===== src/xcle_pkg.sv =====
// xcle_pkg: shared constants, codes and the crc-16 byte update for the xmodem crc link engine
// no dependencies; used by the core, its checker and the bench
package xcle_pkg;

  // payload size of one packet and the matching count constant
  localparam int          PAYLOAD_BYTES = 128;
  localparam logic [7:0]  PAYLOAD_CNT   = 8'(PAYLOAD_BYTES);

  // configuration register map
  localparam int          CFG_ADDR_W    = 3;
  localparam logic        REG_MAX_RETRIES = 1'b0;
  localparam logic [7:0]  MAX_RETRIES_RST = 8'd25;

  // crc-16 xmodem polynomial
  localparam logic [15:0] CRC_POLY      = 16'h1021;

  // incoming control codes
  localparam logic [2:0]  CMD_SOH = 3'd0;
  localparam logic [2:0]  CMD_STX = 3'd1;
  localparam logic [2:0]  CMD_EOT = 3'd2;
  localparam logic [2:0]  CMD_CAN = 3'd3;
  localparam logic [2:0]  CMD_ACK = 3'd4;
  localparam logic [2:0]  CMD_NAK = 3'd5;

  // reply codes
  localparam logic [2:0]  RPL_ACK  = 3'd0;
  localparam logic [2:0]  RPL_NAK  = 3'd1;
  localparam logic [2:0]  RPL_CAN  = 3'd2;
  localparam logic [2:0]  RPL_EOT  = 3'd3;
  localparam logic [2:0]  RPL_DATA = 3'd4;

  // one byte through the msb-first crc shift register
  function automatic logic [15:0] crc_byte(input logic [15:0] crc_in, input logic [7:0] b);
    logic [15:0] c;
    c = crc_in ^ {b, 8'h00};
    for (int i = 0; i < 8; i++) begin
      if (c[15]) begin
        c = {c[14:0], 1'b0} ^ CRC_POLY;
      end else begin
        c = {c[14:0], 1'b0};
      end
    end
    return c;
  endfunction

endpackage


===== src/xmodem_crc_link_engine_core.sv =====
// xmodem_crc_link_engine_core: per-byte crc and packet-end reply decision for an xmodem link
// depends on xcle_pkg
//
//  channel  | direction | handshake           | word
//  ---------+-----------+---------------------+--------------------------------------------
//  in_      | input     | in_valid/in_ready   | one packet byte with control and flags
//  out_     | output    | out_valid/out_ready | at most one reply, on a packet's last word
//  cfg      | input     | apb, pready high    | max_retries at byte address 0
//
// one word accepted per cycle while the result register is not stalled; a reply passes through
// the input register, then the crc and decision logic into the result register
// crc update is one byte per cycle while the input register advances, through an eight-step shift network
// a stalled out_ready holds the result register; the input register keeps filling, and
// in_ready drops only when both are full and the result is not taken
// rst_n is synchronous: all session state clears and max_retries returns to 25
module xmodem_crc_link_engine_core (
  input  logic        clk,
  input  logic        rst_n,
  // input channel
  input  logic        in_valid,
  output logic        in_ready,
  input  logic [2:0]  in_cmd,
  input  logic [15:0] in_seq,
  input  logic [7:0]  in_data_byte,
  input  logic        in_byte_valid,
  input  logic        in_last,
  input  logic [15:0] in_crc_expected,
  input  logic        in_storage_ok,
  input  logic        in_chunk_short,
  // result channel
  output logic        out_valid,
  input  logic        out_ready,
  output logic [2:0]  out_reply_code,
  output logic [15:0] out_reply_seq,
  output logic        out_receiving,
  output logic        out_transmitting,
  output logic [31:0] out_received_bytes,
  // configuration port
  input  logic        psel,
  input  logic        penable,
  input  logic        pwrite,
  input  logic [xcle_pkg::CFG_ADDR_W-1:0] paddr,
  input  logic [31:0] pwdata,
  output logic [31:0] prdata,
  output logic        pready
);

  // configuration register
  logic [7:0]  max_retries_r;

  // input register
  logic        s1_valid_r;
  logic [2:0]  s1_cmd_r;
  logic [15:0] s1_seq_r;
  logic [7:0]  s1_data_r;
  logic        s1_bv_r;
  logic        s1_last_r;
  logic [15:0] s1_crc_exp_r;
  logic        s1_ok_r;
  logic        s1_short_r;

  // session state
  logic        rx_active_r, rx_active_nxt;
  logic        tx_active_r, tx_active_nxt;
  logic        eot_pending_r, eot_pending_nxt;
  logic [15:0] packet_number_r, packet_number_nxt;
  logic [7:0]  retries_left_r, retries_left_nxt;
  logic [15:0] crc_running_r, crc_running_nxt;
  logic [7:0]  payload_count_r, payload_count_nxt;
  logic        over_length_r, over_length_nxt;
  logic [31:0] byte_total_r, byte_total_nxt;

  // result register
  logic        out_valid_r;
  logic [2:0]  out_code_r;
  logic [15:0] out_seq_r;
  logic        out_rx_r;
  logic        out_tx_r;
  logic [31:0] out_total_r;

  // decision outputs
  logic        reply;
  logic [2:0]  code;
  logic [15:0] rseq;
  logic [15:0] crc_acc;
  logic [7:0]  cnt_acc;
  logic        ovl_acc;

  logic        s1_adv;
  logic        cfg_wr;

  // handshake flow
  assign s1_adv   = s1_valid_r && (!out_valid_r || out_ready);
  assign in_ready = !s1_valid_r || s1_adv;

  // configuration access
  assign pready = 1'b1;
  assign cfg_wr = psel && penable && pwrite && (paddr[2] == xcle_pkg::REG_MAX_RETRIES);
  assign prdata = (paddr[2] == xcle_pkg::REG_MAX_RETRIES) ? {24'h0, max_retries_r} : 32'h0;

  always_ff @(posedge clk) begin
    if (!rst_n) begin
      max_retries_r <= xcle_pkg::MAX_RETRIES_RST;
    end else if (cfg_wr) begin
      max_retries_r <= pwdata[7:0];
    end
  end

  // input register load
  always_ff @(posedge clk) begin
    if (!rst_n) begin
      s1_valid_r <= 1'b0;
    end else if (in_ready) begin
      s1_valid_r <= in_valid;
    end
  end

  always_ff @(posedge clk) begin
    if (in_valid && in_ready) begin
      s1_cmd_r     <= in_cmd;
      s1_seq_r     <= in_seq;
      s1_data_r    <= in_data_byte;
      s1_bv_r      <= in_byte_valid;
      s1_last_r    <= in_last;
      s1_crc_exp_r <= in_crc_expected;
      s1_ok_r      <= in_storage_ok;
      s1_short_r   <= in_chunk_short;
    end
  end

  // crc, count and reply decision for the word in the input register
  always_comb begin
    crc_acc = crc_running_r;
    cnt_acc = payload_count_r;
    ovl_acc = over_length_r;
    if (s1_bv_r) begin
      if (payload_count_r >= xcle_pkg::PAYLOAD_CNT) begin
        ovl_acc = 1'b1;
      end else begin
        crc_acc = xcle_pkg::crc_byte(crc_running_r, s1_data_r);
        cnt_acc = payload_count_r + 8'd1;
      end
    end

    rx_active_nxt     = rx_active_r;
    tx_active_nxt     = tx_active_r;
    eot_pending_nxt   = eot_pending_r;
    packet_number_nxt = packet_number_r;
    retries_left_nxt  = retries_left_r;
    byte_total_nxt    = byte_total_r;
    crc_running_nxt   = crc_acc;
    payload_count_nxt = cnt_acc;
    over_length_nxt   = ovl_acc;
    reply             = 1'b0;
    code              = xcle_pkg::RPL_ACK;
    rseq              = 16'h0;

    if (s1_last_r) begin
      crc_running_nxt   = 16'h0;
      payload_count_nxt = 8'h0;
      over_length_nxt   = 1'b0;
      reply             = 1'b1;
      unique case (s1_cmd_r)
        xcle_pkg::CMD_SOH, xcle_pkg::CMD_STX: begin
          if (s1_seq_r == 16'h0 && !rx_active_r && !tx_active_r) begin
            // session start packet
            byte_total_nxt = 32'h0;
            if (!s1_ok_r) begin
              code = xcle_pkg::RPL_NAK;
            end else if (s1_cmd_r == xcle_pkg::CMD_SOH) begin
              code              = xcle_pkg::RPL_ACK;
              rx_active_nxt     = 1'b1;
              packet_number_nxt = 16'd1;
            end else begin
              code              = xcle_pkg::RPL_DATA;
              rseq              = 16'd1;
              packet_number_nxt = 16'd1;
              tx_active_nxt     = 1'b1;
              retries_left_nxt  = max_retries_r;
              eot_pending_nxt   = s1_short_r;
            end
          end else if (rx_active_r) begin
            // data packet while receiving
            if (s1_seq_r == packet_number_r && crc_acc == s1_crc_exp_r && !ovl_acc) begin
              if (s1_ok_r) begin
                code              = xcle_pkg::RPL_ACK;
                byte_total_nxt    = byte_total_r + {24'h0, cnt_acc};
                packet_number_nxt = packet_number_r + 16'd1;
              end else begin
                code          = xcle_pkg::RPL_CAN;
                rx_active_nxt = 1'b0;
              end
            end else begin
              code = xcle_pkg::RPL_NAK;
            end
          end else if (tx_active_r) begin
            code          = xcle_pkg::RPL_CAN;
            tx_active_nxt = 1'b0;
          end else begin
            reply = 1'b0;
          end
        end
        xcle_pkg::CMD_EOT, xcle_pkg::CMD_CAN: begin
          code          = xcle_pkg::RPL_ACK;
          rx_active_nxt = 1'b0;
        end
        xcle_pkg::CMD_ACK: begin
          if (!tx_active_r) begin
            code = xcle_pkg::RPL_CAN;
          end else if (eot_pending_r) begin
            code            = xcle_pkg::RPL_EOT;
            tx_active_nxt   = 1'b0;
            eot_pending_nxt = 1'b0;
          end else begin
            code              = xcle_pkg::RPL_DATA;
            rseq              = packet_number_r + 16'd1;
            packet_number_nxt = packet_number_r + 16'd1;
            retries_left_nxt  = max_retries_r;
            eot_pending_nxt   = s1_short_r;
          end
        end
        xcle_pkg::CMD_NAK: begin
          if (!tx_active_r) begin
            code = xcle_pkg::RPL_CAN;
          end else if (retries_left_r <= 8'd1) begin
            code             = xcle_pkg::RPL_CAN;
            retries_left_nxt = 8'h0;
            tx_active_nxt    = 1'b0;
          end else begin
            code             = xcle_pkg::RPL_DATA;
            rseq             = packet_number_r;
            retries_left_nxt = retries_left_r - 8'd1;
            eot_pending_nxt  = eot_pending_r || s1_short_r;
          end
        end
        default: begin
          reply = 1'b0;
        end
      endcase
    end
  end

  // session state update
  always_ff @(posedge clk) begin
    if (!rst_n) begin
      rx_active_r     <= 1'b0;
      tx_active_r     <= 1'b0;
      eot_pending_r   <= 1'b0;
      packet_number_r <= 16'h0;
      retries_left_r  <= 8'h0;
      crc_running_r   <= 16'h0;
      payload_count_r <= 8'h0;
      over_length_r   <= 1'b0;
      byte_total_r    <= 32'h0;
    end else if (s1_adv) begin
      rx_active_r     <= rx_active_nxt;
      tx_active_r     <= tx_active_nxt;
      eot_pending_r   <= eot_pending_nxt;
      packet_number_r <= packet_number_nxt;
      retries_left_r  <= retries_left_nxt;
      crc_running_r   <= crc_running_nxt;
      payload_count_r <= payload_count_nxt;
      over_length_r   <= over_length_nxt;
      byte_total_r    <= byte_total_nxt;
    end
  end

  // result register
  always_ff @(posedge clk) begin
    if (!rst_n) begin
      out_valid_r <= 1'b0;
    end else if (s1_adv) begin
      out_valid_r <= reply;
    end else if (out_ready) begin
      out_valid_r <= 1'b0;
    end
  end

  always_ff @(posedge clk) begin
    if (s1_adv && reply) begin
      out_code_r  <= code;
      out_seq_r   <= rseq;
      out_rx_r    <= rx_active_nxt;
      out_tx_r    <= tx_active_nxt;
      out_total_r <= byte_total_nxt;
    end
  end

  assign out_valid          = out_valid_r;
  assign out_reply_code     = out_code_r;
  assign out_reply_seq      = out_seq_r;
  assign out_receiving      = out_rx_r;
  assign out_transmitting   = out_tx_r;
  assign out_received_bytes = out_total_r;

endmodule


===== config.mk =====
export PLATFORM = sky130hd
export DESIGN_NAME = xmodem_crc_link_engine_core
export DESIGN_NICKNAME = d
export VERILOG_FILES = /design/src/xcle_pkg.sv /design/src/xmodem_crc_link_engine_core.sv
export SDC_FILE = /design/constraint.sdc
export NUM_CORES = 1
export LEC_CHECK = 0
export ABC_AREA = 1
export BUFFER_PORTS_ARGS = -buffer_cell sky130_fd_sc_hd__buf_2
export CORE_MARGIN = 2
export CORE_UTILIZATION = 50
export DETAILED_ROUTE_END_ITERATION = 8
export PLACE_DENSITY = 0.73
export SYNTH_ARGS = -nofsm -noshare
export SYNTH_HDL_FRONTEND = slang
export SYNTH_SLANG_ARGS = --single-unit

===== constraint.sdc =====
create_clock -name clk -period 6.6 [get_ports clk]
set_clock_uncertainty 0.1 [all_clocks]
set_input_delay 0.99 -clock clk [delete_from_list [all_inputs] [get_ports clk]]
set_output_delay 0.99 -clock clk [all_outputs]
set_load 0.005 [all_outputs]

Word level (Yosys, flattened, before mapping)
Cells that the tools add are included.
{"block": "word_totals", "output_inout_bits": 88, "inputBits": 89, "register_bits": 194}
{"block": "classes", "bitwise_logic": 10, "reduce_logical": 29, "eq_ne": 18, "order_cmp": 2, "n_addsub": 4, "mux": 107}
{"operator": "two-way mux 16 bit", "n": 28}
{"operator": "two-way mux 32 bit", "n": 6}
{"operator": "two-way mux 13 bit", "n": 8}
{"operator": "two-way mux 8 bit", "n": 11}
{"operator": "one-hot mux 16 bit (3 select lines)", "n": 1}
{"operator": "two-way mux 1 bit", "n": 35}
{"operator": "adder 32 x 8 -> 32 bit", "n": 1}
{"operator": "equality test 16 bit", "n": 2}
{"operator": "one-hot mux 16 bit (2 select lines)", "n": 1}
{"operator": "two-way mux 3 bit", "n": 9}
{"operator": "AND reduction 9 bit", "n": 3}
{"operator": "inverter 3 bit", "n": 8}
{"operator": "one-hot mux 8 bit (3 select lines)", "n": 1}
{"operator": "adder 16 x 1 -> 16 bit (second input constant)", "n": 1}
{"operator": "zero test 16 bit", "n": 1}
{"operator": "XOR 16 bit", "n": 1}
{"operator": "inequality test 2 bit (second input constant)", "n": 7}
{"operator": "logical AND 1 bit", "n": 10}
{"operator": "inequality test 3 bit (second input constant)", "n": 3}
{"operator": "one-hot mux 3 bit (3 select lines)", "n": 1}
{"operator": "adder 8 x 1 -> 8 bit (second input constant)", "n": 1}
{"operator": "greater-or-equal comparator 8 bit (second input constant)", "n": 1}
{"operator": "<= comparator 8 x 1 -> 1 bit (second input constant)", "n": 1}
{"operator": "subtractor 8 x 1 -> 8 bit (second input constant)", "n": 1}
{"operator": "other kinds (15)", "n": 28}

Longest topological paths before layout
{"block": "depth", "ltp_word": 41, "mapped_depth": 23, "depth_no_buf": 22}

Worst setup path after synthesis
OpenSTA, ideal clock, no wires.
{"block": "synth_path", "kind": "input-to-reg", "startpoint": "input out_ready", "endpoint": "register out_total_r[0] (netlist: out_received_bytes[0]) (enable)", "required_ns": 5.953, "t_arrival_ns": 5.418, "stages": 6, "n_path_buf": 1, "setup_slack_ns": 0.535, "cell_sequence": "inv_1 -> nand2_1 -> nand2_1 -> clkbuf_1 -> nor3_1 -> a21boi_0"}
{"block": "synth_between", "elab_chain_len": 3}
{"item": "start, declared", "line": "xmodem_crc_link_engine_core.sv:32", "rtl": "input logic out_ready,"}
{"item": "logical OR 1 bit", "line": "xmodem_crc_link_engine_core.sv:93", "rtl": "assign s1_adv = s1_valid_r && (!out_valid_r || out_ready);"}
{"item": "logical AND 1 bit", "line": "xmodem_crc_link_engine_core.sv:93"}
{"item": "logical AND 1 bit", "line": "xmodem_crc_link_engine_core.sv:280", "rtl": "if (s1_adv && reply) begin"}
{"item": "end signal, assigned", "line": "xmodem_crc_link_engine_core.sv:285", "rtl": "out_total_r <= byte_total_nxt;"}
{"item": "end, declared", "line": "xmodem_crc_link_engine_core.sv:79", "rtl": "logic [31:0] out_total_r;"}
No other way between the ends.
A chain may end at the register's enable or synchronous reset.

Worst setup path in the final report
{"block": "layout_path", "startpoint": "register s1_bv_r", "endpoint": "register packet_number_r[10]"}
{"block": "layout_between", "elab_chain_len": 6}
{"item": "start, declared", "line": "xmodem_crc_link_engine_core.sv:56", "rtl": "logic s1_bv_r;"}
{"item": "start signal, assigned", "line": "xmodem_crc_link_engine_core.sv:123", "rtl": "s1_bv_r <= in_byte_valid;"}
{"item": "two-way mux 16 bit", "line": "xmodem_crc_link_engine_core.sv:136", "rtl": "if (s1_bv_r) begin"}
{"item": "equality test 16 bit", "line": "xmodem_crc_link_engine_core.sv:184", "rtl": "if (s1_seq_r == packet_number_r && crc_acc == s1_crc_exp_r && !ovl_acc) begin"}
{"item": "logical AND 1 bit", "line": "xmodem_crc_link_engine_core.sv:184"}
{"item": "logical AND 1 bit *", "line": "xmodem_crc_link_engine_core.sv:184"}
{"item": "inequality test 4 bit (no source line) or inequality test 3 bit (tied branches)"}
{"item": "AND reduction 9 bit (no source line) *"}
{"item": "end signal, assigned", "line": "xmodem_crc_link_engine_core.sv:259", "rtl": "packet_number_r <= packet_number_nxt;"}
{"item": "end, declared", "line": "xmodem_crc_link_engine_core.sv:66", "rtl": "logic [15:0] packet_number_r, packet_number_nxt;"}
Mark *: on every way between the ends. The rest lies on a longest branch, timed or not.

==> impl_metrics.csv <==
group,metric,value,unit
detailed_routing,viasPerCell,5.22,
setup_path,r2r_slack,1.97,ns
power,intPower,1.93,mW
setup_path,endpoint_kind,"flip-flop",
min_path,hold_end,"over_length_r",
synthesis,syn_avg_cell_area,7.39,sq um
power,ir_drop,170,uV
min_path,hold_path.startpoint,"over_length_r",
setup_path,ff2ff_path_depth,17,
power,pwr-share-seq,51.6,%
status,status,"finished clean",
grt,grt_usage,22.5,%
floorplanning,rows,53,
floorplanning,start_util,51.2,%
place,place_hpwl,18.2,mm
setup_path,r2r_start,"s1_bv_r",
grt,grt_max_degree,60,
finish,final_common_cell,"nand2_1",
power,swShare,26.7,%
synthesis,netlist_area,10800,sq um
synthesis,yosys.area.top_type,"edfxtp_1",
clock_tree,clk_latency,0.45,ns
floorplanning,die_h,151,microns
power,p_clk_share,38.2,%
clock_tree,post_cts_buffers,0,
clock_tree,clk_path_buf_depth,2,
clock_tree,cts_tree,"yes",
synthesis,syn-instance-count,1464,
detailed_routing,num_vias,9665,
detailed_routing,ant_nets,0,
floorplanning,core_area,21200,sq um
setup_path,r2r-end,"packet_number_r[10]",
grt,grt_pass1_wl,40.6,mm
finish,mostFrequentLayoutCells,"nand2_1, inv_1, nand3_1",
setup_path,path_class,"reg2reg",
finish,nFillCells,1941,
setup_path,crit_arrival,4.86,ns
floorplanning,dieWidth,151,microns
power,p_leak,5.36,nW
timing,max_freq,216,MHz
place,portBuffers,125,
min_path,hold_depth,2,
timing,hold_viol,0,
timing,tns,0,ns
finish,drive_above_1_share,11.9,%
timing,rsz0062_at_grt,"no",
place,place.gp.congestion,0.919,
detailed_routing,drt_first_iter_violations,684,
setup_path,crit_fanout,33,
detailed_routing,wirelength,25.6,mm
grt,grt_overflow,0,
detailed_routing,drc,0,
synthesis,synth_edf_count,100,
power,fin_total_pwr,2.63,mW
clock_tree,cts_buffers,17,
min_path,hold_class,"reg2reg",
synthesis,yosysSeqAreaShare,45.1,%
timing,min_period_over_period,70.2,%
grt,antenna_found_initial,1,
power,pwr-share-comb,10.2,%
timing,tightest_slew,1.19,ns
flow_run,max-cap-violations,0,
finish,regArea,4880,sq um
setup_path,cp-start-kind,"flip-flop",
floorplanning,die_area,22800,sq um
synthesis,synth_top_area_share,27.7,%
clock_tree,cts-root-buf,"clkbuf_16",
power,powerDensity,217,nW/um^2
timing,relSlewSlack,20.5,%
synthesis,synth-async-reset-ratio,0,%
place,placed_cells,1820,
floorplanning,ios,177,
synthesis,ys_types,45,
setup_path,crit_required,6.83,ns
synthesis,ys.flop_type,"edfxtp_1",
timing,setup_violations,0,
clock_tree,clk_pin_slew,0.07,ns
clock_tree,cts_sinks,194,
grt,grt_pass1_vias,8549,
timing,finalMaxSlewViolations,0,
clock_tree,h-tree-depth,4,
detailed_routing,wire_per_inst,13.8,microns
clock_tree,postCtsHoldBufs,0,
synthesis,synthTopCellsByArea,"edfxtp_1, dfxtp_1, nand2_1, inv_1, nand3_1",
timing,fin_hold_ws,0.370,ns
timing,fin_crit,4.63,ns
detailed_routing,dr.pass1.iters,5,
synthesis,synth_seq_cells,194,
power,power_switching,0.701,mW
finish,layout.cells.non_filler,1852,
finish,final_nets,1673,
finish,multi_input_area,4850,sq um
synthesis,yosys_warnings,0,
clock_tree,cts_resized,0,
finish,syn2layout_area_growth,11.7,%
finish,antenna_cells,0,
-- metal layers --
metal	wire length (microns)	global-route usage (%)	part of all wire, %	up-vias
li1	-	-	-	4899
met1	11300	29.5	44	4368
met2	12000	37.1	47	341
met3	1480	3.55	5.8	55
met4	714	9.44	2.8	2
met5	13	0	0.051	-
-- worst max-delay path, stage by stage (launching register included) --
cell	delay (ns)
edfxtp_1	0.43
nand2_2	0.39
inv_2	0.31
nand3_1	0.20
nand2_1	0.08
nand2_1	0.06
nand2_1	0.04
nor2_1	0.18
nand3_1	0.11
nor2_2	0.13
nand3_4	0.14
nor2_4	0.64
nand2_2	0.35
nand3_1	0.21
and2_1	0.88
nand2_1	0.10
nand2_1	0.10
nor2_1	0.04
-- kinds of logic (layout without fill, tap and decap cells) --
logic type                 Yosys count  in the layout  share of synthesized area (%)
AOI/OAI and AO/OA                  194            194                           9.64
xor gates and xnor gates            33             33                           2.67
adders and majority gates           20             20                           2.38
buffers and inverters              279            369                           11.0
DFF                                194            194                           45.1
other                                2             25                         0.0694
and+or+nand+nor                    742            742                           29.1
-- power groups by stage --
stage | sequential, mW | clock [mW] | combinational [mW]
after floorplan | 1.37 | 0 | 0.202
after global routing | 1.36 | 1.07 | 0.307
after detailed placement | 1.38 | 0 | 0.266
after CTS | 1.35 | 1.02 | 0.267
final | 1.36 | 1.00 | 0.268
after global placement | 1.38 | 0 | 0.260
-- worst max path at each step --
stage          startpoint               endpoint  cells after the start
6_report          s1_bv_r    packet_number_r[10]                     17
5_1_grt           s1_bv_r    packet_number_r[14]                     17
4_1_cts           s1_bv_r    packet_number_r[10]                     17
3_5_place_dp      s1_bv_r     packet_number_r[4]                     17
3_3_place_gp      s1_bv_r    packet_number_r[13]                     17
2_1_floorplan   out_ready  out_received_bytes[0]                      6
-- state kept, by name, indices dropped and copies added (netlist names), 3 cells and up --
register / count
s1_cmd_r: 3
crc_running_r: 16
retries_left_r: 8
out_received_bytes: 32
s1_crc_exp_r: 16
packet_number_r: 16
out_reply_seq: 16
byte_total_r: 32
payload_count_r: 8
s1_data_r: 8
s1_seq_r: 16
max_retries_r: 8
out_reply_code: 3
-- per-stage QoR --
step	worst slack [ns]	instance area, sq um	utilization [%]
2_1_floorplan	0.535	10900	-
3_3_place_gp	2.10	11500	54.5
3_5_place_dp	2.01	11500	54.5
4_1_cts	2.02	12100	57.1
5_1_grt	1.63	12100	57.1
6_report	1.97	12100	57.1
-- synthesized netlist by cell type, drive strengths merged (25+ instances only) --
library cell,count
buf,42
o21ai,58
clkbuf,31
nand2,427
edfxtp,100
nand4,27
a21oi,103
nand3,130
inv,201
nor2,112
nor3,25
dfxtp,94
-- cell type report --
class | count | area share [%]
tap | 275 | 2.85
sequential | 194 | 40.4
multi-input combinational | 1014 | 40.1
clock inverter | 13 | 0.942
clock buffer | 19 | 3.76
inverter | 206 | 6.40
timing repair buffer | 131 | 5.55
No activity file was read; power rests on OpenSTA's default activity.
